[config.mk]
export PLATFORM = sky130hd
export DESIGN_NAME = swrt_ctrl
export DESIGN_NICKNAME = d
export VERILOG_FILES = /design/src/rtl/swrt_pkg.sv /design/src/rtl/swrt_ctrl.sv
export SDC_FILE = /design/constraint.sdc
export NUM_CORES = 1
export LEC_CHECK = 0
export BUFFER_PORTS_ARGS = -buffer_cell sky130_fd_sc_hd__clkbuf_2
export CORE_UTILIZATION = 50
export CTS_BUF_LIST = sky130_fd_sc_hd__clkbuf_8 sky130_fd_sc_hd__clkbuf_16
export DETAILED_ROUTE_END_ITERATION = 8
export PLACE_DENSITY = 0.7
export SLEW_MARGIN = 20
export SYNTH_ARGS = -nofsm -noshare
export SYNTH_HDL_FRONTEND = slang
export SYNTH_SLANG_ARGS = --single-unit
export TNS_END_PERCENT = 20
[constraint.sdc]
create_clock -name clk -period 8.4 [get_ports clk]
set_clock_uncertainty 0.1 [all_clocks]
set_input_delay 0.84 -clock clk [delete_from_list [all_inputs] [get_ports clk]]
set_output_delay 0.84 -clock clk [all_outputs]
set_load 0.05 [all_outputs]
[src/rtl/swrt_pkg.sv]
`timescale 1ns / 1ps
// ----------------------------------------------------------------------------
// swrt_pkg
// Shared types, codes and constants for the sliding window receive tracker.
// ----------------------------------------------------------------------------
package swrt_pkg;

    localparam logic [9:0] PLEN_MAX   = 10'd548;
    localparam logic [9:0] PLEN_MIN   = 10'd12;
    localparam logic [7:0] HDR_WORDS_MIN = 8'd3;

    localparam logic [1:0] CFG_WINDOW  = 2'd0;
    localparam logic [1:0] CFG_VERSION = 2'd1;
    localparam logic [1:0] CFG_INITSEQ = 2'd2;
    localparam logic [1:0] CFG_RETRY   = 2'd3;

    localparam logic [2:0] ACT_IGNORE = 3'd0;
    localparam logic [2:0] ACT_ACK    = 3'd1;
    localparam logic [2:0] ACT_INIT   = 3'd2;
    localparam logic [2:0] ACT_STOP   = 3'd3;
    localparam logic [2:0] ACT_GIVEUP = 3'd4;

    localparam logic [7:0] MSG_SEND = 8'd8;
    localparam logic [7:0] MSG_INIT = 8'd2;
    localparam logic [7:0] MSG_STOP = 8'd4;
    localparam logic [7:0] MSG_NONE = 8'd0;

    localparam logic [1:0] VER_FIXED = 2'd1;

    localparam logic [15:0] WINDOW_RST = 16'd65535;
    localparam logic [4:0]  RETRY_RST  = 5'd30;
    localparam logic [15:0] REL_MAX    = 16'hFFFF;

    typedef struct packed {
        logic        mode;
        logic [7:0]  msg_type;
        logic [7:0]  header_words;
        logic [9:0]  packet_len;
        logic [31:0] seq_num;
    } in_item_t;

    typedef struct packed {
        logic [2:0]  action;
        logic [31:0] ack_seq;
        logic [31:0] highest_seq;
        logic [15:0] released_count;
        logic        finished;
    } out_item_t;

    typedef struct packed {
        logic we;
        logic wbit;
        logic re;
    } map_ctl_t;

    // x in [a,b) modulo 2^32
    function automatic logic in_span(logic [31:0] x, logic [31:0] a, logic [31:0] b);
        logic [31:0] w;
        w = b - a;
        return ((x - a) < w) && ((b - x) <= w);
    endfunction

endpackage

[src/rtl/swrt_ctrl.sv]
`timescale 1ns / 1ps
// ----------------------------------------------------------------------------
// swrt_ctrl
// Window checks, mark and drain sequencer, configuration and session state.
// ----------------------------------------------------------------------------
module swrt_ctrl #(
    parameter int RING_BITS = 16
) (
    input  logic                   clk,
    input  logic                   rst_n,
    input  logic                   in_valid,
    output logic                   in_stall,
    input  swrt_pkg::in_item_t     in_item,
    input  logic                   cfg_we,
    input  logic [1:0]             cfg_index,
    input  logic [31:0]            cfg_wdata,
    output logic                   res_valid,
    input  logic                   res_ready,
    output swrt_pkg::out_item_t    res,
    output swrt_pkg::map_ctl_t     map_ctl,
    output logic [RING_BITS-1:0]   map_waddr,
    output logic [RING_BITS-1:0]   map_raddr,
    input  logic                   map_rbit
);
    import swrt_pkg::*;

    localparam logic [2:0] S_CLEAR = 3'd0;
    localparam logic [2:0] S_IDLE  = 3'd1;
    localparam logic [2:0] S_EVAL  = 3'd2;
    localparam logic [2:0] S_MARK  = 3'd3;
    localparam logic [2:0] S_DRD   = 3'd4;
    localparam logic [2:0] S_DCHK  = 3'd5;
    localparam logic [2:0] S_DONE  = 3'd6;

    localparam logic [RING_BITS-1:0] CLR_LAST = '1;

    logic [2:0]           state_reg;
    logic [15:0]          win_reg;
    logic [1:0]           ver_reg;
    logic [4:0]           retry_reg;
    logic [31:0]          acked_reg;
    logic [31:0]          highest_reg;
    logic [4:0]           tmo_reg;
    logic                 mode_reg;
    logic [7:0]           msg_reg;
    logic [31:0]          seq_reg;
    logic [9:0]           dlen_reg;
    logic                 len_ok_reg;
    logic [RING_BITS-1:0] ptr_reg;
    logic [9:0]           cnt_reg;
    logic [RING_BITS-1:0] clr_reg;
    logic [2:0]           act_reg;
    logic [15:0]          rel_reg;
    logic                 fin_reg;

    // header length checks at accept
    logic [9:0]  plen_c;
    logic [7:0]  words_c;
    logic [9:0]  hdr_bytes;
    logic        accept;

    // window checks in the evaluate state
    logic [31:0] win32;
    logic [31:0] lo;
    logic [31:0] hi;
    logic [31:0] stop_seq;
    logic        in_win;
    logic        in_acked_win;
    logic        is_send;
    logic [4:0]  tmo_inc;

    assign accept   = in_valid && (state_reg == S_IDLE);
    assign in_stall = (state_reg != S_IDLE);

    assign plen_c    = (in_item.packet_len > PLEN_MAX) ? PLEN_MAX : in_item.packet_len;
    assign words_c   = (in_item.header_words < HDR_WORDS_MIN || ver_reg == VER_FIXED)
                       ? HDR_WORDS_MIN : in_item.header_words;
    assign hdr_bytes = {words_c, 2'b00};

    assign win32        = {16'd0, win_reg};
    assign lo           = highest_reg - win32;
    assign hi           = acked_reg + win32;
    assign stop_seq     = seq_reg + {22'd0, dlen_reg};
    assign in_win       = len_ok_reg && in_span(seq_reg, lo, hi) && in_span(stop_seq, lo, hi);
    assign in_acked_win = in_span(seq_reg, acked_reg, hi) && in_span(stop_seq, acked_reg, hi);
    assign is_send      = (msg_reg == MSG_SEND) || (ver_reg == VER_FIXED && msg_reg == MSG_NONE);
    assign tmo_inc      = tmo_reg + 5'd1;

    always_comb
    begin
        map_ctl   = '0;
        map_waddr = acked_reg[RING_BITS-1:0];
        map_raddr = acked_reg[RING_BITS-1:0];
        unique case (state_reg)
            S_CLEAR:
            begin
                map_ctl.we = 1'b1;
                map_waddr  = clr_reg;
            end
            S_MARK:
            begin
                map_ctl.we   = (cnt_reg != 10'd0);
                map_ctl.wbit = 1'b1;
                map_waddr    = ptr_reg;
            end
            S_DRD:
            begin
                map_ctl.re = 1'b1;
            end
            S_DCHK:
            begin
                // clear the drained mark and look one ahead
                map_ctl.we = map_rbit;
                map_ctl.re = map_rbit;
                map_raddr  = acked_reg[RING_BITS-1:0] + 1'b1;
            end
            default:
            begin
                map_ctl = '0;
            end
        endcase
    end

    assign res_valid              = (state_reg == S_DONE);
    assign res.action             = act_reg;
    assign res.ack_seq            = acked_reg;
    assign res.highest_seq        = highest_reg;
    assign res.released_count     = rel_reg;
    assign res.finished           = fin_reg;

    always_ff @(posedge clk or negedge rst_n)
    begin
        if (!rst_n)
        begin
            state_reg   <= S_CLEAR;
            win_reg     <= WINDOW_RST;
            ver_reg     <= VER_FIXED;
            retry_reg   <= RETRY_RST;
            acked_reg   <= '0;
            highest_reg <= '0;
            tmo_reg     <= '0;
            clr_reg     <= '0;
            mode_reg    <= 1'b0;
            msg_reg     <= '0;
            seq_reg     <= '0;
            dlen_reg    <= '0;
            len_ok_reg  <= 1'b0;
            ptr_reg     <= '0;
            cnt_reg     <= '0;
            act_reg     <= ACT_IGNORE;
            rel_reg     <= '0;
            fin_reg     <= 1'b0;
        end
        else
        begin
            if (cfg_we && cfg_index == CFG_INITSEQ)
            begin
                // new session: reload pointers and sweep the bitmap
                acked_reg   <= cfg_wdata;
                highest_reg <= cfg_wdata;
                tmo_reg     <= '0;
                clr_reg     <= '0;
                state_reg   <= S_CLEAR;
            end
            else
            begin
                unique case (state_reg)
                    S_CLEAR:
                    begin
                        clr_reg <= clr_reg + 1'b1;
                        if (clr_reg == CLR_LAST)
                        begin
                            state_reg <= S_IDLE;
                        end
                    end
                    S_IDLE:
                    begin
                        if (accept)
                        begin
                            mode_reg   <= in_item.mode;
                            msg_reg    <= in_item.msg_type;
                            seq_reg    <= in_item.seq_num;
                            dlen_reg   <= plen_c - hdr_bytes;
                            len_ok_reg <= (plen_c >= PLEN_MIN) && (plen_c >= hdr_bytes);
                            state_reg  <= S_EVAL;
                        end
                    end
                    S_EVAL:
                    begin
                        rel_reg   <= '0;
                        fin_reg   <= 1'b0;
                        act_reg   <= ACT_IGNORE;
                        state_reg <= S_DONE;
                        if (mode_reg)
                        begin
                            if (tmo_inc == retry_reg)
                            begin
                                act_reg <= ACT_GIVEUP;
                                tmo_reg <= '0;
                            end
                            else
                            begin
                                act_reg <= ACT_ACK;
                                tmo_reg <= tmo_inc;
                            end
                        end
                        else if (in_win)
                        begin
                            priority if (msg_reg == MSG_STOP)
                            begin
                                act_reg <= ACT_STOP;
                                fin_reg <= (highest_reg == acked_reg);
                                tmo_reg <= '0;
                            end
                            else if (is_send)
                            begin
                                act_reg <= ACT_ACK;
                                tmo_reg <= '0;
                                if (in_acked_win)
                                begin
                                    if (!in_span(stop_seq, acked_reg, highest_reg))
                                    begin
                                        highest_reg <= stop_seq;
                                    end
                                    ptr_reg   <= seq_reg[RING_BITS-1:0];
                                    cnt_reg   <= dlen_reg;
                                    state_reg <= S_MARK;
                                end
                            end
                            else if (msg_reg == MSG_INIT)
                            begin
                                act_reg <= ACT_INIT;
                                tmo_reg <= '0;
                            end
                            else
                            begin
                                act_reg <= ACT_IGNORE;
                            end
                        end
                    end
                    S_MARK:
                    begin
                        if (cnt_reg != 10'd0)
                        begin
                            ptr_reg <= ptr_reg + 1'b1;
                            cnt_reg <= cnt_reg - 10'd1;
                        end
                        else
                        begin
                            state_reg <= S_DRD;
                        end
                    end
                    S_DRD:
                    begin
                        state_reg <= S_DCHK;
                    end
                    S_DCHK:
                    begin
                        if (map_rbit)
                        begin
                            acked_reg <= acked_reg + 32'd1;
                            if (rel_reg != REL_MAX)
                            begin
                                rel_reg <= rel_reg + 16'd1;
                            end
                        end
                        else
                        begin
                            state_reg <= S_DONE;
                        end
                    end
                    S_DONE:
                    begin
                        if (res_ready)
                        begin
                            state_reg <= S_IDLE;
                        end
                    end
                    default:
                    begin
                        state_reg <= S_IDLE;
                    end
                endcase
            end

            if (cfg_we)
            begin
                unique case (cfg_index)
                    CFG_WINDOW:  win_reg   <= cfg_wdata[15:0];
                    CFG_VERSION: ver_reg   <= cfg_wdata[1:0];
                    CFG_RETRY:   retry_reg <= cfg_wdata[4:0];
                    CFG_INITSEQ:
                    begin
                        // session reload handled above
                    end
                endcase
            end
        end
    end

endmodule

# Word level (Yosys, flattened, before mapping)
# Cells that the tools add are included.
[totals]
regBits = 209
input_bits = 99
[classes]
addsub = 21
magnitude_cmp = 14
n_eq_ne = 34
mux = 66
bitwise_logic = 1
n_reduce_logical = 40
[op_table]
columns = ["cell", "count"]
rows = [
  ["2-to-1 mux 32 bit", 11],
  ["subtractor 32 bit", 10],
  ["2-to-1 mux 16 bit", 11],
  ["<= comparator 32 bit", 5],
  ["< comparator 32 bit", 5],
  ["one-hot mux 16 bit (2 select lines)", 3],
  ["2-to-1 mux 10 bit", 7],
  ["adder 16 x 1 -> 16 bit (second input constant)", 4],
  ["2-to-1 mux 5 bit", 8],
  ["2-to-1 mux 3 bit", 13],
  ["adder 32 x 1 -> 32 bit (second input constant)", 1],
  ["adder 32 x 10 -> 32 bit", 1],
  ["adder 32 x 16 -> 32 bit", 1],
  ["== test 32 bit", 1],
  ["subtractor 32 x 16 -> 32 bit", 1],
  ["one-hot mux 3 bit (7 select lines)", 1],
  ["!= test 2 bit (second input constant)", 10],
  ["one-hot mux 10 bit (2 select lines)", 1],
  ["nonzero test 2 bit", 9],
  ["== test 16 bit (second input constant)", 1],
  ["!= test 16 bit (second input constant)", 1],
  ["logical AND 1 bit", 12],
  ["greater-or-equal comparator 10 bit", 1],
  ["greater-or-equal comparator 10 x 4 -> 1 bit (second input constant)", 1],
  ["37 further kinds", 57],
]

# Depth between registers and ports, before layout
# Gate-level depths: netlist of run 1.
[logic_depth]
ltp_word = 12
mapped_depth = 41
depth_no_buf = 40

# Worst setup path before layout of run 1
# No wires, ideal clock.
[synth_path]
kind = "reg2reg"
start = "reg acked_reg[1]"
end = "reg highest_reg[0]"
arrival_ns = 7.936
setup_slack_ns = 0.227
path_stages_with_launch = 36
path_buffers = 1
path_cell_list = "dfrtp_1 -> inv_1 -> fa_1 -> nor2b_1 -> o31a_1 -> o21a_1 -> o21a_1 -> o21a_1 -> o21ai_0 -> a21oi_1 -> ha_1 -> and3_1 -> and4_1 -> inv_1 -> o22ai_1 -> a31oi_1 -> a2111oi_0 -> nor3_1 -> nor3_1 -> and2_1 -> o21ai_0 -> a221oi_1 -> ha_1 -> a21o_1 -> a21o_1 -> a21oi_1 -> o21ai_0 -> or2_2 -> o311ai_0 -> a21o_1 -> o2111ai_1 -> or3_1 -> nor4_4 -> buf_6 -> mux2i_1 -> a21oi_1"
[synth_between]
elab_chain_cells = 8
elab_cells_between_ends = 30
classes_between = "8 x add/sub; 10 x order compare; 1 x eq/ne; 11 x reduce/logical"
[synth_rtl]
columns = ["item", "line_no", "source"]
rows = [
  ["start: declaration", "swrt_ctrl.sv:41", "logic [31:0] acked_reg;"],
  ["start signal: assignment", "swrt_ctrl.sv:159", "acked_reg <= cfg_wdata;"],
  ["start signal: assignment", "swrt_ctrl.sv:261", "acked_reg <= acked_reg + 32'd1;"],
  ["adder 32 x 16 -> 32 bit", "swrt_ctrl.sv:82", "assign hi = acked_reg + win32;"],
  ["subtractor 32 bit (on tied branches)", "swrt_pkg.sv:59, swrt_pkg.sv:60", ""],
  ["< comparator 32 bit or <= comparator 32 bit (tied branches)", "swrt_pkg.sv:60", "return ((x - a) < w) && ((b - x) <= w);"],
  ["logical AND 1 bit", "swrt_pkg.sv:60", ""],
  ["logical AND 1 bit (2 in series)", "swrt_ctrl.sv:84", "assign in_win = len_ok_reg && in_span(seq_reg, lo, hi) && in_span(stop_seq, lo, hi);"],
  ["nonzero test 2 bit (no source line)", "--", ""],
  ["AND reduction 7 bit (no source line) (*)", "--", ""],
  ["end signal: assignment", "swrt_ctrl.sv:160", "highest_reg <= cfg_wdata;"],
  ["end signal: assignment", "swrt_ctrl.sv:223", "highest_reg <= stop_seq;"],
  ["end: declaration", "swrt_ctrl.sv:42", "logic [31:0] highest_reg;"],
]
# Every way passes the cells marked *; elsewhere a longest branch is shown, timed or not.
# A chain may end at the register's enable or synchronous reset.

# Worst setup path after layout of run 1
[layout_path]
start = "reg win_reg[1]"
end = "reg ptr_reg[4]"
[layout_between]
elab_chain_cells = 8
elab_cells_between_ends = 26
classes_between = "8 x add/sub; 8 x order compare; 2 x eq/ne; 8 x reduce/logical"
[layout_rtl]
columns = ["item", "line_no", "source"]
rows = [
  ["start: declaration", "swrt_ctrl.sv:38", "logic [15:0] win_reg;"],
  ["start signal: assignment", "swrt_ctrl.sv:289", "CFG_WINDOW: win_reg <= cfg_wdata[15:0];"],
  ["subtractor 32 x 16 -> 32 bit or adder 32 x 16 -> 32 bit (tied branches)", "swrt_ctrl.sv:81, swrt_ctrl.sv:82", ""],
  ["subtractor 32 bit (on tied branches)", "swrt_pkg.sv:60, swrt_pkg.sv:59", ""],
  ["< comparator 32 bit or <= comparator 32 bit (tied branches)", "swrt_pkg.sv:60", ""],
  ["logical AND 1 bit", "swrt_pkg.sv:60", ""],
  ["logical AND 1 bit (2 in series)", "swrt_ctrl.sv:84", ""],
  ["!= test 2 bit (no source line)", "--", ""],
  ["AND reduction 8 bit (no source line) (*)", "--", ""],
  ["end signal: assignment", "swrt_ctrl.sv:225", "ptr_reg <= seq_reg[RING_BITS-1:0];"],
  ["end signal: assignment", "swrt_ctrl.sv:245", "ptr_reg <= ptr_reg + 1'b1;"],
  ["end: declaration", "swrt_ctrl.sv:49", "logic [RING_BITS-1:0] ptr_reg;"],
]
# Marked as above.

==> results.ini, run 1 <==
[sta]
hold_viol_final = 0
period_needed_ps = 8270
setup_viol = 0
holdWs_ps = 90.8
fmax_mhz = 121
timing.final.crit_share = 0.985
slew_headroom = 0.130
slew_violations = 0
worst_pin_slew_ps = 1300

[route]
detail-route-antenna-nets = 0
via_per_inst = 6.18
routedWlPerCell_um = 22.7
vias = 37200
remaining_drc_errors = 0
drt_wl_total_mm = 137
drtPass1Iterations = 8
drt_iter0_drc = 3816

[critical_path]
cpMaxStageDelayCell = dfstp_2
crit_path_start_kind = register
worstRegToRegCells = 37
critPathLaunch = win_reg[1]$_DFFE_PN1P_
crit_required_ps = 8790
cp.arrival_ps = 8660
path_max_fanout = 12
cpMostUsedCell = buf_4
end_kind = register
critPathKind = register to register
rr_startpoint = win_reg[1]$_DFFE_PN1P_
slowest_delay_ps = 540
reg2reg_to = ptr_reg[4]$_DFFE_PN0P_
rrSetupSlack_ps = 130

[yosys]
syn_area_per_cell_um2 = 8.01
yosys.area_share.simple = 0.186
synth_compound_area_frac = 0.236
netlist_area_um2 = 34900
synth_top_family_by_area = adder cells
synthArstFlopShare = 1.00
ys_warn_count = 0
synth_edf_count = 0
syn_inst = 4353
synth_xor_xnor_area_share = 0.112
synth-seq-cells = 209
synth-main-ff-cell = dfrtp_1
ys_seq_area_frac = 0.151
synthMuxAreaShare = 0.0286
synth.distinct_cells = 92
synth_nets = 5142
synth_adder_area_share = 0.251

[final_layout]
nets = 5856
n_fill_cell = 6109
area_growth_pct = 23.6
fin_cells = 6017
layout-drive-gt1-share = 0.214
diodes = 0

[place]
dp_cells = 5934
port_buffers = 219
gp_congestion = 1.06
dp_hpwl_mm = 114

[clock_network]
clock_tree.root_cell = clkbuf_16
cts_max_path_buffers = 3
cts_buffers = 26
clk_pin_slew_worst_paths_ps = 70
cts.sinks = 209
tritoncts = done
cts_hold_buffers = 0
insertion_delay_ps = 610
htreeDepth = 1

[grt]
grt_remaining_overflow = 0
grt_pass1_vias = 34800
grt_first_pass_wirelength_mm = 201
grt_usage = 0.371
antenna_found_initial = 3
grt_max_degree = 131

[floorplanning]
core-area_um2 = 68800
io_pins = 220
row_count = 96
die_h_um = 266
fp.dieW_um = 266
die-area_um2 = 70800
start_util = 0.506

[hold_path]
hold_class = input pin to asynchronous set/reset pin

[flow_run]
drv_cap = 0

[run_status]
outcome = completed

cells in the final DEF (no fill, tap or decap), drive strengths merged, types with 10 or more instances in the layout:
| master | count |
|---|---|
| ha | 676 |
| buf | 538 |
| a21oi | 377 |
| nor2 | 324 |
| xnor2 | 304 |
| o21ai | 297 |
| nand2 | 271 |
| inv | 259 |
| clkbuf | 252 |
| a21o | 200 |
| dfrtp | 188 |
| xor2 | 140 |
| nor3 | 128 |
| nand3 | 123 |
| nor2b | 92 |
| nand4 | 85 |
| o21a | 81 |
| nand2b | 58 |
| mux2 | 53 |
| nor4 | 44 |
| and3 | 41 |
| or3 | 40 |
| mux2i | 40 |
| o21bai | 37 |
| a31oi | 32 |
| and2 | 26 |
| o31ai | 26 |
| a211oi | 24 |
| a21boi | 23 |
| dfstp | 21 |
| or2 | 19 |
| a221o | 18 |
| a2111oi | 17 |
| o211ai | 16 |
| and4 | 15 |
| o22ai | 15 |
| fa | 14 |
| o2111ai | 12 |
| a311oi | 11 |
| o31a | 10 |
final cells by class:
| cell class | count | area, µm² | share of cell area |
|---|---|---|---|
| multi-input cells | 3821 | 29500 | 0.685 |
| repair buffers | 759 | 5310 | 0.123 |
| flip-flops and latches | 209 | 5260 | 0.122 |
| well taps | 931 | 1160 | 0.0270 |
| inverters | 250 | 938 | 0.0218 |
| clock buffers | 31 | 719 | 0.0167 |
| clock inverters | 16 | 169 | 0.00392 |
critical path: cells and delay by family (launching register included):
family                     cells  cell delay (ps)
AOI/OAI and AO/OA             17             3700
xor gates and xnor gates       2              460
adders and majority gates      3              810
buffers and inverters          6             1000
DFF                            1              540
and+or+nand+nor                9             1560
per-stage QoR:
step           instance area, µm²  TNS, ps   util  worst slack (ps)
2_1_floorplan               34900        0      -               227
3_3_place_gp                40700   -17810  0.591              -446
3_5_place_dp                40700   -26090  0.591              -586
4_1_cts                     42000        0  0.610             0.805
5_1_grt                     43100    -3360  0.626              -126
6_report                    43100        0  0.626               130
repair_timing:
action                                  in CTS  in global routing
setup buffers                                9                 22
endpoints found under the setup margin      66                 67
gates resized for setup                     67                181
gates cloned                                 2                  3
pin swaps                                   18                 90
worst max-delay path by stage:
stage,endpoint,slack [ps],cells after the start
2_1_floorplan,highest_reg[0]$_DFFE_PN0P_,230,35
3_3_place_gp,ptr_reg[2]$_DFFE_PN0P_,-450,38
3_5_place_dp,ptr_reg[2]$_DFFE_PN0P_,-590,38
4_1_cts,highest_reg[16]$_DFFE_PN0P_,0.8,38
5_1_grt,highest_reg[14]$_DFFE_PN0P_,-130,41
6_report,ptr_reg[4]$_DFFE_PN0P_,130,37
logic make-up (layout without fill, tap and decap cells):
family | after synthesis | in the layout
flip-flops | 209 | 209
XOR/XNOR | 444 | 444
buffers and inverters | 323 | 1056
multiplexers | 93 | 93
adder cells (fa/ha/maj) | 691 | 691
AO/OA/AOI/OAI | 1291 | 1291
AND/OR/NAND/NOR | 1302 | 1302
routing by layer:
metal  routed length (µm)  vias up  global-route usage
met5                   13        -                   0
met4                 3900        2              0.0864
met3                15400      186              0.0722
met2                58200     1723               0.578
met1                59200    17700               0.524
li1                     -    17600                   -
Yosys cell counts (39+ instances only):
library cell  count  area share
ha_1            676        0.24
a21oi_1         377       0.054
nor2_1          324       0.035
xnor2_1         304       0.076
nand2_1         270       0.029
o21ai_0         263       0.038
inv_1           249       0.027
a21o_1          200       0.043
dfrtp_1         188        0.13
xor2_1          140       0.035
nor3_1          127       0.018
nand3_1         123       0.018
nor2b_1          92       0.017
nand4_1          85       0.015
o21a_1           81       0.017
clkbuf_1         63      0.0068
nand2b_1         58       0.010
mux2_2           53       0.017
nor4_1           42      0.0075
and3_1           41      0.0074
mux2i_1          40       0.011
or3_1            39      0.0070
Power of run 1 is left out: the tool's default activity adds up to more than one toggle a clock period on the data nets, which glitch-free logic cannot reach.
==> run 2, diff against run 1 <==
--- a/config.mk
+++ b/config.mk
@@ -6,6 +6,7 @@
 export NUM_CORES = 1
 export LEC_CHECK = 0
 export BUFFER_PORTS_ARGS = -buffer_cell sky130_fd_sc_hd__clkbuf_2
+export CORE_MARGIN = 1.5
 export CORE_UTILIZATION = 50
 export CTS_BUF_LIST = sky130_fd_sc_hd__clkbuf_8 sky130_fd_sc_hd__clkbuf_16
 export DETAILED_ROUTE_END_ITERATION = 8
==> results.ini, run 2 (synthesis gave the netlist of run 1 again) <==
[run_status]
outcome = completed

[floorplanning]
fp.dieW_um = 267  ; +0.38%
core-area_um2 = 68800  ; unchanged
die_h_um = 267  ; +0.38%
io_pins = 220  ; unchanged
die-area_um2 = 71300  ; +0.75%
start_util = 0.506  ; unchanged
row_count = 96  ; unchanged

[route]
routedWlPerCell_um = 22.9  ; +0.93%
remaining_drc_errors = 0  ; unchanged
drt_wl_total_mm = 136  ; -0.75%
detail-route-antenna-nets = 0  ; unchanged
drt_iter0_drc = 3900  ; +2.2%
via_per_inst = 6.26  ; +1.2%
drtPass1Iterations = 8  ; unchanged
vias = 37000  ; -0.47%

[sta]
timing.final.crit_share = 0.992  ; +0.00709
slew_headroom = 0.126  ; -0.00448
rsz0062_at_grt = yes
fmax_mhz = 120  ; -0.72%
setup_viol = 0  ; unchanged
worst_pin_slew_ps = 1310  ; +5.05 ps
slew_violations = 0  ; unchanged
period_needed_ps = 8330  ; +59.6 ps
setup_tns_ps = 0  ; unchanged
hold_viol_final = 0  ; unchanged

[final_layout]
nets = 5755  ; -1.7%
layout_commonest_cell = ha_1
final_cell_mix = ha_1 (660), buf_4 (429), a21oi_1 (351)
n_fill_cell = 6133  ; +0.39%
fin_util = 0.614  ; -0.0122
layout-drive-gt1-share = 0.198  ; -0.0159
area_growth_pct = 21.2
stdcell_area_um2 = 42200  ; -1.9%

[grt]
grt_first_pass_wirelength_mm = 199  ; -0.82%
antenna_found_initial = 7  ; +4
grt_max_degree = 91  ; -31%
grt_remaining_overflow = 0  ; unchanged
grt_pass1_vias = 34500  ; -0.85%
grt_usage = 0.365  ; -0.00543

[clock_network]
cts.sinks = 209  ; unchanged
htreeDepth = 1  ; unchanged
clk_pin_slew_worst_paths_ps = 70  ; about the same
insertion_delay_ps = 600  ; about the same
cts_buffers = 25  ; -3.8%
tritoncts = done
cts_max_path_buffers = 3  ; unchanged
clock_tree.root_cell = clkbuf_16

[hold_path]
hold_class = input pin to asynchronous set/reset pin

[flow_run]
drv_cap = 0  ; unchanged

[critical_path]
end_kind = register
critPathKind = register to register
cpMaxStageDelayCell = dfstp_2
crit_required_ps = 8750  ; -40 ps
path_max_fanout = 5  ; -7
crit_path_start_kind = register
slowest_delay_ps = 560  ; +20 ps
cpMostUsedCell = o21a_1
cp.arrival_ps = 8680  ; +20 ps

[place]
port_buffers = 219  ; unchanged
dp_hpwl_mm = 112  ; -1.6%
gp_congestion = 1.04  ; -1.3%
dpl_cell_area_um2 = 39700  ; -2.3%

==> run 2: stage by stage <==
| stage | hold slack (ps) | instances | setup WS (ps) |
|---|---|---|---|
| floorplan | 348 | 4353 | 227 |
| global placement | 363 | 5808 | -160 |
| detailed placement | 368 | 5808 | -349 |
| CTS | 145 | 5860 | 11.0 |
| global route | 175 | 5917 | -188 |
| finish | 116 | 5917 | 69.9 |
==> run 2: what timing repair did <==
action                     in CTS  in global routing
resized for setup              45                196
hold buffers                    0                  0
setup buffers                   4                 55
gates cloned                    2                  2
pin swaps                      15                116
setup endpoints to repair      63                 68
==> run 2: final timing paths <==
check	startpoint	to	slack [ps]	depth (start not counted)
max	win_reg[0]$_DFFE_PN1P_	highest_reg[9]$_DFFE_PN0P_	70	40
min	rst_n	highest_reg[28]$_DFFE_PN0P_	120	1
max reg2reg	win_reg[0]$_DFFE_PN1P_	highest_reg[9]$_DFFE_PN0P_	70	40
min reg2reg	fin_reg$_DFFE_PN0P_	fin_reg$_DFFE_PN0P_	390	1
max in group asynchronous	rst_n	ptr_reg[13]$_DFFE_PN0P_	6690	2
min in group clk	in_item[14]	seq_reg[14]$_DFFE_PN0P_	370	2
==> run 2: critical path, delay by kind of cell, from the launching register on <==
kind	cells	cell delay [ps]
buffers and inverters	7	1120
muxes	1	250
AOI/OAI and AO/OA	17	3320
adders and majority gates	4	1020
DFF	1	560
xor gates and xnor gates	1	190
and+or+nand+nor	10	1610
==> run 2: routing by layer <==
metal	share of wire	wire length [µm]	vias to the layer above	global-route usage
met5	0.00021	28	-	0
met4	0.035	4770	4	0.103
met3	0.11	14500	240	0.0618
met2	0.43	58000	1732	0.565
met1	0.43	58400	17700	0.520
li1	-	-	17400	-
==> run 2: final cells by class <==
cell class,count,area (µm²),share of cell area
Clock buffer,31,708,0.0168
Tap cell,931,1160,0.0276
Timing Repair Buffer,659,4550,0.108
Antenna cell,1,2.50,0.0000592
Inverter,250,938,0.0222
Multi-Input combinational cell,3821,29500,0.698
Clock inverter,15,130,0.00308
Sequential cell,209,5260,0.124
Power of run 2 is left out for the same reason.
